<file path="config.mk">
export PLATFORM = sky130hd
export DESIGN_NAME = xoshiro_random_range_generator_top
export DESIGN_NICKNAME = d
export VERILOG_FILES = /design/src/rtl/xrrg_pkg.sv /design/src/rtl/xrrg_step.sv /design/src/rtl/xoshiro_random_range_generator_top.sv
export VERILOG_INCLUDE_DIRS = /design/src /design/src/rtl
export SDC_FILE = /design/constraint.sdc
export NUM_CORES = 2
export LEC_CHECK = 0
export ABC_AREA = 1
export BUFFER_PORTS_ARGS = -buffer_cell sky130_fd_sc_hd__buf_2
export CORE_MARGIN = 2
export CORE_UTILIZATION = 57
export CTS_CLUSTER_DIAMETER = 30
export DETAILED_ROUTE_END_ITERATION = 8
export GPL_ROUTABILITY_DRIVEN = 0
export PLACE_DENSITY_LB_ADDON = 0.12
export SETUP_SLACK_MARGIN = 0.02
export SYNTH_ARGS = -nofsm -noshare
export SYNTH_HDL_FRONTEND = slang
export SYNTH_SLANG_ARGS = --single-unit
export TNS_END_PERCENT = 30
</file>
<file path="constraint.sdc">
create_clock -name clk -period 11.5 [get_ports clk]
set_input_delay 1.15 -clock clk [delete_from_list [all_inputs] [get_ports clk]]
set_output_delay 1.15 -clock clk [all_outputs]
set_load 0.05 [all_outputs]
</file>
<file path="src/rtl/xoshiro_random_range_generator_top_macros.svh">
// assertion macros for the xoshiro random range generator
// depends on nothing; the asserting modules supply clk and arst_n
`ifndef XOSHIRO_RANDOM_RANGE_GENERATOR_TOP_MACROS_SVH
`define XOSHIRO_RANDOM_RANGE_GENERATOR_TOP_MACROS_SVH
`ifndef SYNTHESIS
`define XRRG_ASSERT_IMP(label, ante, cons) \
	label: assert property (@(posedge clk) disable iff (!arst_n) (ante) |-> (cons)) \
	else $error("implication check failed");
`define XRRG_ASSERT_NXT(label, ante, cons) \
	label: assert property (@(posedge clk) disable iff (!arst_n) (ante) |=> (cons)) \
	else $error("next cycle check failed");
`else
`define XRRG_ASSERT_IMP(label, ante, cons)
`define XRRG_ASSERT_NXT(label, ante, cons)
`endif
`endif

</file>
<file path="src/rtl/xrrg_pkg.sv">
// shared types, operation codes and helpers for the xoshiro random range generator
// no dependencies
package xrrg_pkg;

	typedef logic [63:0] word_t;
	typedef logic [1:0]  op_t;

	localparam op_t OP_SEED  = 2'd0;
	localparam op_t OP_FRAC  = 2'd1;
	localparam op_t OP_RAW   = 2'd2;
	localparam op_t OP_RANGE = 2'd3;

	localparam word_t W1_INIT = 64'hff;

	localparam int ROT_MIX   = 7;
	localparam int ROT_S3    = 45;
	localparam int SHL_T     = 17;
	localparam int FRAC_BITS = 53;

	typedef struct packed {
		word_t s0;
		word_t s1;
		word_t s2;
		word_t s3;
	} gen_state_t;

	typedef struct packed {
		gen_state_t nxt;
		word_t      mix;
	} step_res_t;

	// fill every bit below the leading one
	function automatic word_t smear(word_t n);
		word_t m;
		m = n;
		m = m | (m >> 1);
		m = m | (m >> 2);
		m = m | (m >> 4);
		m = m | (m >> 8);
		m = m | (m >> 16);
		m = m | (m >> 32);
		return m;
	endfunction

endpackage

</file>
<file path="src/rtl/xrrg_step.sv">
// one xoshiro256** recurrence step and the first half of the output scrambler
// depends on xrrg_pkg
module xrrg_step (
	input  xrrg_pkg::gen_state_t cur,
	output xrrg_pkg::step_res_t  res
);

	xrrg_pkg::word_t s2x;
	xrrg_pkg::word_t s3x;
	xrrg_pkg::word_t s1x5;

	assign s2x  = cur.s2 ^ cur.s0;
	assign s3x  = cur.s3 ^ cur.s1;
	// times five as shift and add
	assign s1x5 = cur.s1 + (cur.s1 << 2);

	assign res.nxt.s0 = cur.s0 ^ s3x;
	assign res.nxt.s1 = cur.s1 ^ s2x;
	assign res.nxt.s2 = s2x ^ (cur.s1 << xrrg_pkg::SHL_T);
	assign res.nxt.s3 = (s3x << xrrg_pkg::ROT_S3) | (s3x >> (64 - xrrg_pkg::ROT_S3));
	assign res.mix    = (s1x5 << xrrg_pkg::ROT_MIX) | (s1x5 >> (64 - xrrg_pkg::ROT_MIX));

endmodule

</file>
<file path="src/rtl/xoshiro_random_range_generator_top.sv">
// xoshiro random range generator: one request in, one result out, one draw at a time
// raw/fraction/range: transfer in, then the step, mix and done states, then the result register
// each range redraw repeats step and mix; seed: WARMUP_STEPS warm-up steps, one step per cycle
// the result register holds a finished result while the next request is taken
// arst_n clears the sequencer and output valid; generator words reset to 0, 0xff, 0, 0
module xoshiro_random_range_generator_top #(
	parameter int WARMUP_STEPS = 16
) (
	input  logic               clk,
	input  logic               arst_n,
	input  logic               req_valid,
	output logic               req_stall,
	input  logic [1:0]         operation,
	input  logic signed [63:0] arg_a,
	input  logic signed [63:0] arg_b,
	output logic               rsp_valid,
	input  logic               rsp_stall,
	output logic signed [63:0] value,
	output logic               error
);

`include "xoshiro_random_range_generator_top_macros.svh"

	localparam int CW = (WARMUP_STEPS > 1) ? $clog2(WARMUP_STEPS) : 1;

	localparam logic [2:0] ST_IDLE = 3'd0;
	localparam logic [2:0] ST_WARM = 3'd1;
	localparam logic [2:0] ST_STEP = 3'd2;
	localparam logic [2:0] ST_MIX  = 3'd3;
	localparam logic [2:0] ST_DONE = 3'd4;

	logic [2:0]           state_q;
	logic [CW-1:0]        cnt_q;
	xrrg_pkg::gen_state_t gen_q;
	xrrg_pkg::step_res_t  step_res;
	xrrg_pkg::op_t        op_q;
	xrrg_pkg::word_t      a_q;
	xrrg_pkg::word_t      b_q;
	xrrg_pkg::word_t      n_q;
	logic                 err_q;
	xrrg_pkg::word_t      mix_q;
	xrrg_pkg::word_t      draw_q;
	logic                 out_valid_q;
	xrrg_pkg::word_t      value_q;
	logic                 error_q;

	logic                 in_xfer;
	logic                 out_free;
	xrrg_pkg::word_t      gen_out;
	xrrg_pkg::word_t      masked;
	logic                 redraw;
	xrrg_pkg::word_t      mix_sel;
	xrrg_pkg::word_t      result;
	logic                 result_err;

	xrrg_step u_step (
		.cur (gen_q),
		.res (step_res)
	);

	assign req_stall = (state_q != ST_IDLE);
	assign in_xfer   = req_valid && !req_stall;
	assign out_free  = !out_valid_q || !rsp_stall;

	// second half of the scrambler: times nine as shift and add
	assign gen_out = mix_q + (mix_q << 3);
	assign masked  = gen_out & xrrg_pkg::smear(n_q);
	assign redraw  = (op_q == xrrg_pkg::OP_RANGE) && !err_q && (masked > n_q);

	always_comb begin
		case (op_q)
			xrrg_pkg::OP_FRAC:  mix_sel = gen_out >> (64 - xrrg_pkg::FRAC_BITS);
			xrrg_pkg::OP_RAW:   mix_sel = gen_out;
			xrrg_pkg::OP_RANGE: mix_sel = masked;
			default:            mix_sel = gen_out;
		endcase
	end

	always_comb begin
		result_err = 1'b0;
		case (op_q)
			xrrg_pkg::OP_SEED:  result = a_q;
			xrrg_pkg::OP_RANGE: begin
				result_err = err_q;
				result     = err_q ? '0 : draw_q + a_q;
			end
			default:            result = draw_q;
		endcase
	end

	always_ff @(posedge clk or negedge arst_n) begin
		if (!arst_n) begin
			state_q     <= ST_IDLE;
			cnt_q       <= '0;
			out_valid_q <= 1'b0;
			gen_q       <= '{s0: '0, s1: xrrg_pkg::W1_INIT, s2: '0, s3: '0};
		end else begin
			case (state_q)
				ST_IDLE: begin
					if (in_xfer) begin
						cnt_q <= '0;
						if (operation == xrrg_pkg::OP_SEED) begin
							gen_q   <= '{s0: arg_a, s1: xrrg_pkg::W1_INIT, s2: arg_b, s3: '0};
							state_q <= (WARMUP_STEPS == 0) ? ST_DONE : ST_WARM;
						end else begin
							state_q <= ST_STEP;
						end
					end
				end
				ST_WARM: begin
					gen_q <= step_res.nxt;
					cnt_q <= cnt_q + 1'b1;
					if (cnt_q == CW'(WARMUP_STEPS - 1))
						state_q <= ST_DONE;
				end
				ST_STEP: begin
					gen_q   <= step_res.nxt;
					state_q <= ST_MIX;
				end
				ST_MIX: begin
					state_q <= redraw ? ST_STEP : ST_DONE;
				end
				ST_DONE: begin
					if (out_free)
						state_q <= ST_IDLE;
				end
				default: state_q <= ST_IDLE;
			endcase

			if (state_q == ST_DONE && out_free)
				out_valid_q <= 1'b1;
			else if (!rsp_stall)
				out_valid_q <= 1'b0;
		end
	end

	// payload registers
	always_ff @(posedge clk) begin
		if (in_xfer) begin
			op_q <= operation;
			a_q  <= arg_a;
			b_q  <= arg_b;
		end
		if (state_q == ST_STEP) begin
			mix_q <= step_res.mix;
			n_q   <= b_q - a_q;
			err_q <= $signed(a_q) > $signed(b_q);
		end
		if (state_q == ST_MIX)
			draw_q <= mix_sel;
		if (state_q == ST_DONE && out_free) begin
			value_q <= result;
			error_q <= result_err;
		end
	end

	assign rsp_valid = out_valid_q;
	assign value     = value_q;
	assign error     = error_q;

	`XRRG_ASSERT_NXT(a_xfer_leaves_idle, in_xfer, state_q != ST_IDLE)
	`XRRG_ASSERT_IMP(a_warm_only_seed, state_q == ST_WARM, op_q == xrrg_pkg::OP_SEED)
	`XRRG_ASSERT_IMP(a_error_zero_value, rsp_valid && error, value_q == '0)
	`XRRG_ASSERT_NXT(a_done_waits, state_q == ST_DONE && !out_free, state_q == ST_DONE)

endmodule
</file>
# Yosys cells after proc, flatten, opt, wreduce, memory -nomap -nowiden
# Cells that the tools add are included.
# classes
shifts	0
n_div	0
eq_ne	12
muxes	16
magnitude_cmp	2
n_bitwise	14
n_reduce_logical	19
n_mul	0
add_sub_neg	5
# ops
operator	count
256-bit 2-to-1 mux	2
256-bit one-hot mux with 2 select lines	1
64-bit XOR	5
64-bit one-hot mux with 2 select lines	2
64-bit adder	3
64-bit greater-than comparator	2
64-bit bitwise AND	1
64-bit 2-to-1 mux	1
64-bit by 32-bit bitwise OR with 64-bit output	1
64-bit by 45-bit bitwise OR with 64-bit output	1
64-bit by 48-bit bitwise OR with 64-bit output	1
64-bit by 56-bit bitwise OR with 64-bit output	1
64-bit by 60-bit bitwise OR with 64-bit output	1
64-bit by 62-bit bitwise OR with 64-bit output	1
64-bit by 63-bit bitwise OR with 64-bit output	1
64-bit by 7-bit bitwise OR with 64-bit output	1
64-bit subtractor	1
3-bit one-hot mux with 5 select lines	1
3-bit 2-to-1 mux	4
2-bit != test (second input constant)	4
4-bit one-hot mux with 2 select lines	1
3-bit by 2-bit equality test with 1-bit output (second input constant)	2
3-bit AND reduction	2
4-bit by 1-bit adder with 4-bit output (second input constant)	1
18 further kinds	27
# word_totals
latchBits	0
rom_bits	0
memories	0
ramBits	0
register_bits	652

# Depth between registers and ports, before layout
# logic_depth
word_depth	11
ltp_mapped	31
mapped_depth_nobuf	31

# By module
# A second synthesis with hierarchy kept.
# hier_totals
hier_cells	6808
hier_area_um2	50662.3
# by_module_without_submodules
mod	cells_each	n_inst	area_each_um2
xoshiro_random_range_generator_top	5252	1	42236.8
xrrg_step	1556	1	8425.6

# Worst setup path before layout
# OpenSTA, ideal clock, no wires.
# synth_path
path_kind	register to register
from	register state_q[2]
to	register gen_q[245] (netlist name)
path_stages_with_launch	13
required_time_ps	11374
arrival_ps	11435
path_slack_ps	-61
cell_sequence	dfrtp_1 nor3_1 inv_1 nand2_1 inv_2 nand2_1 nand3_1 nor2_1 inv_2 clkbuf_1 clkbuf_1 nor2_1 a21oi_1
# synth_between
elab_chain_cells	5
# synth_lines
element	line_no	source
start: declaration	xoshiro_random_range_generator_top.sv:32	logic [2:0] state_q;
start signal: assignment	xoshiro_random_range_generator_top.sv:104	state_q <= (WARMUP_STEPS == 0) ? ST_DONE : ST_WARM;
start signal: assignment	xoshiro_random_range_generator_top.sv:121	state_q <= redraw ? ST_STEP : ST_DONE;
3-bit nonzero test	xoshiro_random_range_generator_top.sv:61	assign req_stall = (state_q != ST_IDLE);
1-bit zero test	xoshiro_random_range_generator_top.sv:62	assign in_xfer = req_valid && !req_stall;
1-bit logical AND	xoshiro_random_range_generator_top.sv:62	
2-bit != test (no line)	-	
3-bit AND reduction (no line)	-	
end signal: assignment	xoshiro_random_range_generator_top.sv:96	gen_q <= '{s0: '0, s1: xrrg_pkg::W1_INIT, s2: '0, s3: '0};
end signal: assignment	xoshiro_random_range_generator_top.sv:103	gen_q <= '{s0: arg_a, s1: xrrg_pkg::W1_INIT, s2: arg_b, s3: '0};
end signal: assignment	xoshiro_random_range_generator_top.sv:111	gen_q <= step_res.nxt;
end: declaration	xoshiro_random_range_generator_top.sv:34	xrrg_pkg::gen_state_t gen_q;
# Parallel ways exist; a longest one is shown, timed or not.
# A chain may end at the register's enable or synchronous reset.

# Worst setup path in the final report
# layout_path
from	register mix_q[0]
to	register state_q[1]
# layout_between
elab_chain_cells	6
# layout_lines
element	line_no	source
start: declaration	xoshiro_random_range_generator_top.sv:41	xrrg_pkg::word_t mix_q;
start signal: assignment	xoshiro_random_range_generator_top.sv:145	mix_q <= step_res.mix;
64-bit adder	xoshiro_random_range_generator_top.sv:66	assign gen_out = mix_q + (mix_q << 3);
64-bit bitwise AND	xoshiro_random_range_generator_top.sv:67	assign masked = gen_out & xrrg_pkg::smear(n_q);
64-bit greater-than comparator	xoshiro_random_range_generator_top.sv:68	assign redraw = (op_q == xrrg_pkg::OP_RANGE) && !err_q && (masked > n_q);
1-bit logical AND	xoshiro_random_range_generator_top.sv:68	
3-bit 2-to-1 mux	xoshiro_random_range_generator_top.sv:121	
3-bit one-hot mux with 5 select lines	xoshiro_random_range_generator_top.sv:98	case (state_q)
# Every way passes these cells.

==> results_dict.tcl <==
set metrics [dict create \
    outcome "finished, final reports clean" \
    dieArea_mm2 0.08498 \
    crit_family "simple AND/OR/NAND/NOR gates" \
    yosysWarnings 0 \
    synth.most_common_cell "nand2_1" \
    start_util 0.5747 \
    fin_worst_skew_ns 0.04219 \
    core_mm2 0.08198 \
    hold_viol 0 \
    grt_pass1_vias 42590 \
    insertion_delay_ns 0.76 \
    io_pins 201 \
    async_flop_share 0.4049 \
    worst_path_largest_cell_delay_ns 0.88 \
    crit_buf_inv 3 \
    vias 44660 \
    hold_path.class "input port to async pin" \
    synth.largest_area_cell "edfxtp_1" \
    r2r-start "mix_q[0]" \
    crit_arrival_ns 5.84 \
    drc 0 \
    synth_cell_types 56 \
    cp.required_ns 12.12 \
    syn_nets 6445 \
    grt_overflow_total 0 \
    port_buffers 200 \
    htree_levels 4 \
    die_w_um 291.5 \
    max_freq_ghz 0.1914 \
    hpwl_mm 131.6 \
    synth-edff-count 388 \
    r2r_cells 25 \
    start_kind "register" \
    cts_made_buffers 133 \
    critPathKind "register to register" \
    avgSynthCellArea_um2 7.947 \
    cp_max_fo 4 \
    drt_pre_antenna_iters 9 \
    ctsResizeCount 0 \
    clk_pin_slew_ns 0.05 \
    syn_area_mm2 0.04712 \
    die_h_um 291.5 \
    drive_above_1_share 0.08246 \
    multi_input_area_mm2 0.02580 \
    max_slew.worst_pin.slew_ns 1.334 \
    fin_crit_sh 0.4542 \
    setup_viol_count_final 0 \
    ant_nets 0 \
    synth-main-ff-cell "edfxtp_1" \
    regArea_mm2 0.01827 \
    core.rowCount 105 \
    ys_top_cells_by_area "edfxtp_1, dfrtp_1, ha_1, nand2_1, a21oi_1" \
    cts_root_buf "clkbuf_16" \
    antenna_found_initial 2 \
    clkSinkCount 652 \
    grt_pass1_wl_mm 249.3 \
    relSlewSlack 0.1026 \
    cpMaxStageDelayCell "nor3b_1" \
    ys_seq_area_frac 0.3877 \
    grt.total_usage 0.3890 \
    synth_cells 5929 \
    wirelength_mm 166.9 \
    path_common_cell "nand2_1" \
    drtIter0Drc 5375 \
    layout_setup_ws_ns 6.276 \
    fin_crit_ns 5.224 \
    hold_buffers 0 \
    cp-end-kind "register" \
    grt_setup_unrepaired "false" \
    wire_per_inst_um 22.70 \
    path_depth 25 \
    postCtsSetupRepairBufs 0 \
    detail_route.vias_per_cell 6.072 \
    nFillCells 6949 \
    synthTopCellsByCount "nand2_1, nor2_1, inv_1" \
    cts_tree "yes" \
    pre_cts_slack_ns 6.588 \
    critical_path.startpoint "mix_q[0]" \
    slew_violations 0 \
    ys_ff_latch 652 \
    syn_to_final_growth_pct 14.50 \
    fin_nets 6687 \
    fin_tns_setup_ns 0 \
    cts.path.max_buffers 3 \
    grt_max_degree 130 \
    synth.top_cell.area_share 0.2473 \
    drv_cap 0 \
]
-- cell usage in the layout (no fill, tap or decap), drive strengths merged, types with 24 or more instances in the layout --
| cell type | n |
|---|---|
| o22ai | 37 |
| clkinv | 47 |
| o211ai | 73 |
| nor4 | 28 |
| nand2 | 1081 |
| o21bai | 31 |
| xor2 | 253 |
| buf | 227 |
| nor3 | 61 |
| clkbuf | 154 |
| dfrtp | 256 |
| nor3b | 32 |
| a21o | 27 |
| xnor2 | 143 |
| o21a | 37 |
| a21oi | 631 |
| ha | 378 |
| edfxtp | 388 |
| nor2 | 798 |
| nand4 | 49 |
| a21boi | 47 |
| or2 | 24 |
| a31oi | 95 |
| nand3b | 40 |
| o21ai | 331 |
| nand3 | 175 |
| inv | 722 |
-- layer usage --
metal / part of all wire / global-route usage
met5: 0.000066 / 0
met4: 0.070 / 0.2398
met3: 0.10 / 0.07017
met2: 0.44 / 0.6051
met1: 0.39 / 0.5052
-- through the flow --
stage	util	area, µm²	instances	hold slack, ns
final	0.6581	53950	7354	0.4764
after global routing	0.6580	53940	7352	0.4966
after CTS	0.6580	53940	7352	0.4907
after detailed placement	0.6011	49280	7106	0.4786
after global placement	0.6011	49280	7106	0.4743
after floorplan	-	47120	5929	0.4613
-- worst paths after layout --
path / to / slack (ns)
max: state_q[1] / 6.28
min: gen_q[68] / 0.48
max reg2reg: state_q[1] / 6.28
min reg2reg: gen_q[4] / 0.49
max in group asynchronous: state_q[1] / 8.52
min in group clk: gen_q[4] / 0.49
-- registers in the layout, indices dropped and copies added, names as in the netlist --
register	flops
err_q	1
draw_q	64
value	64
n_q	64
rsp_valid	1
mix_q	64
state_q	3
op_q	2
a_q	64
b_q	64
gen_q	256
error	1
cnt_q	4
-- cell type report --
class,count,share of cell area
multi-input combinational,4450,0.4783
sequential,652,0.3386
clock buffer,154,0.06408
inverter,707,0.04924
tap,1070,0.02482
timing repair buffer,227,0.02250
clock inverter,92,0.02240
antenna,2,0.00009277
-- worst reg2reg max path: stages, from the launching register on --
cell	delay, ns
edfxtp_1	0.47
ha_1	0.26
fa_1	0.42
nand3_1	0.11
nand3_1	0.15
a21oi_1	0.25
o21ai_1	0.15
a21boi_0	0.40
o21ai_1	0.19
nand2_1	0.09
nand2_1	0.08
xor2_1	0.16
inv_1	0.12
nor2_1	0.06
ha_1	0.29
nand2_1	0.06
nor2_1	0.08
nand2_1	0.08
nor4_1	0.17
inv_1	0.08
nor3b_1	0.88
nand4_1	0.21
nand2_1	0.11
inv_1	0.07
nand3_1	0.09
a21oi_1	0.07
-- cell families (layout without fill, tap and decap cells) --
family,after synthesis,count (layout),synth area share
AOI/OAI and AO/OA,1378,1378,0.1664
and+or+nand+nor,2294,2294,0.2041
adders and majority gates,382,382,0.1021
buffers and inverters,827,1180,0.06615
DFF,652,652,0.3877
other,0,2,0
xor gates and xnor gates,396,396,0.07361
Power is not shown: default switching activity piles up to over one toggle a cycle in this logic, so the estimate is an artifact.
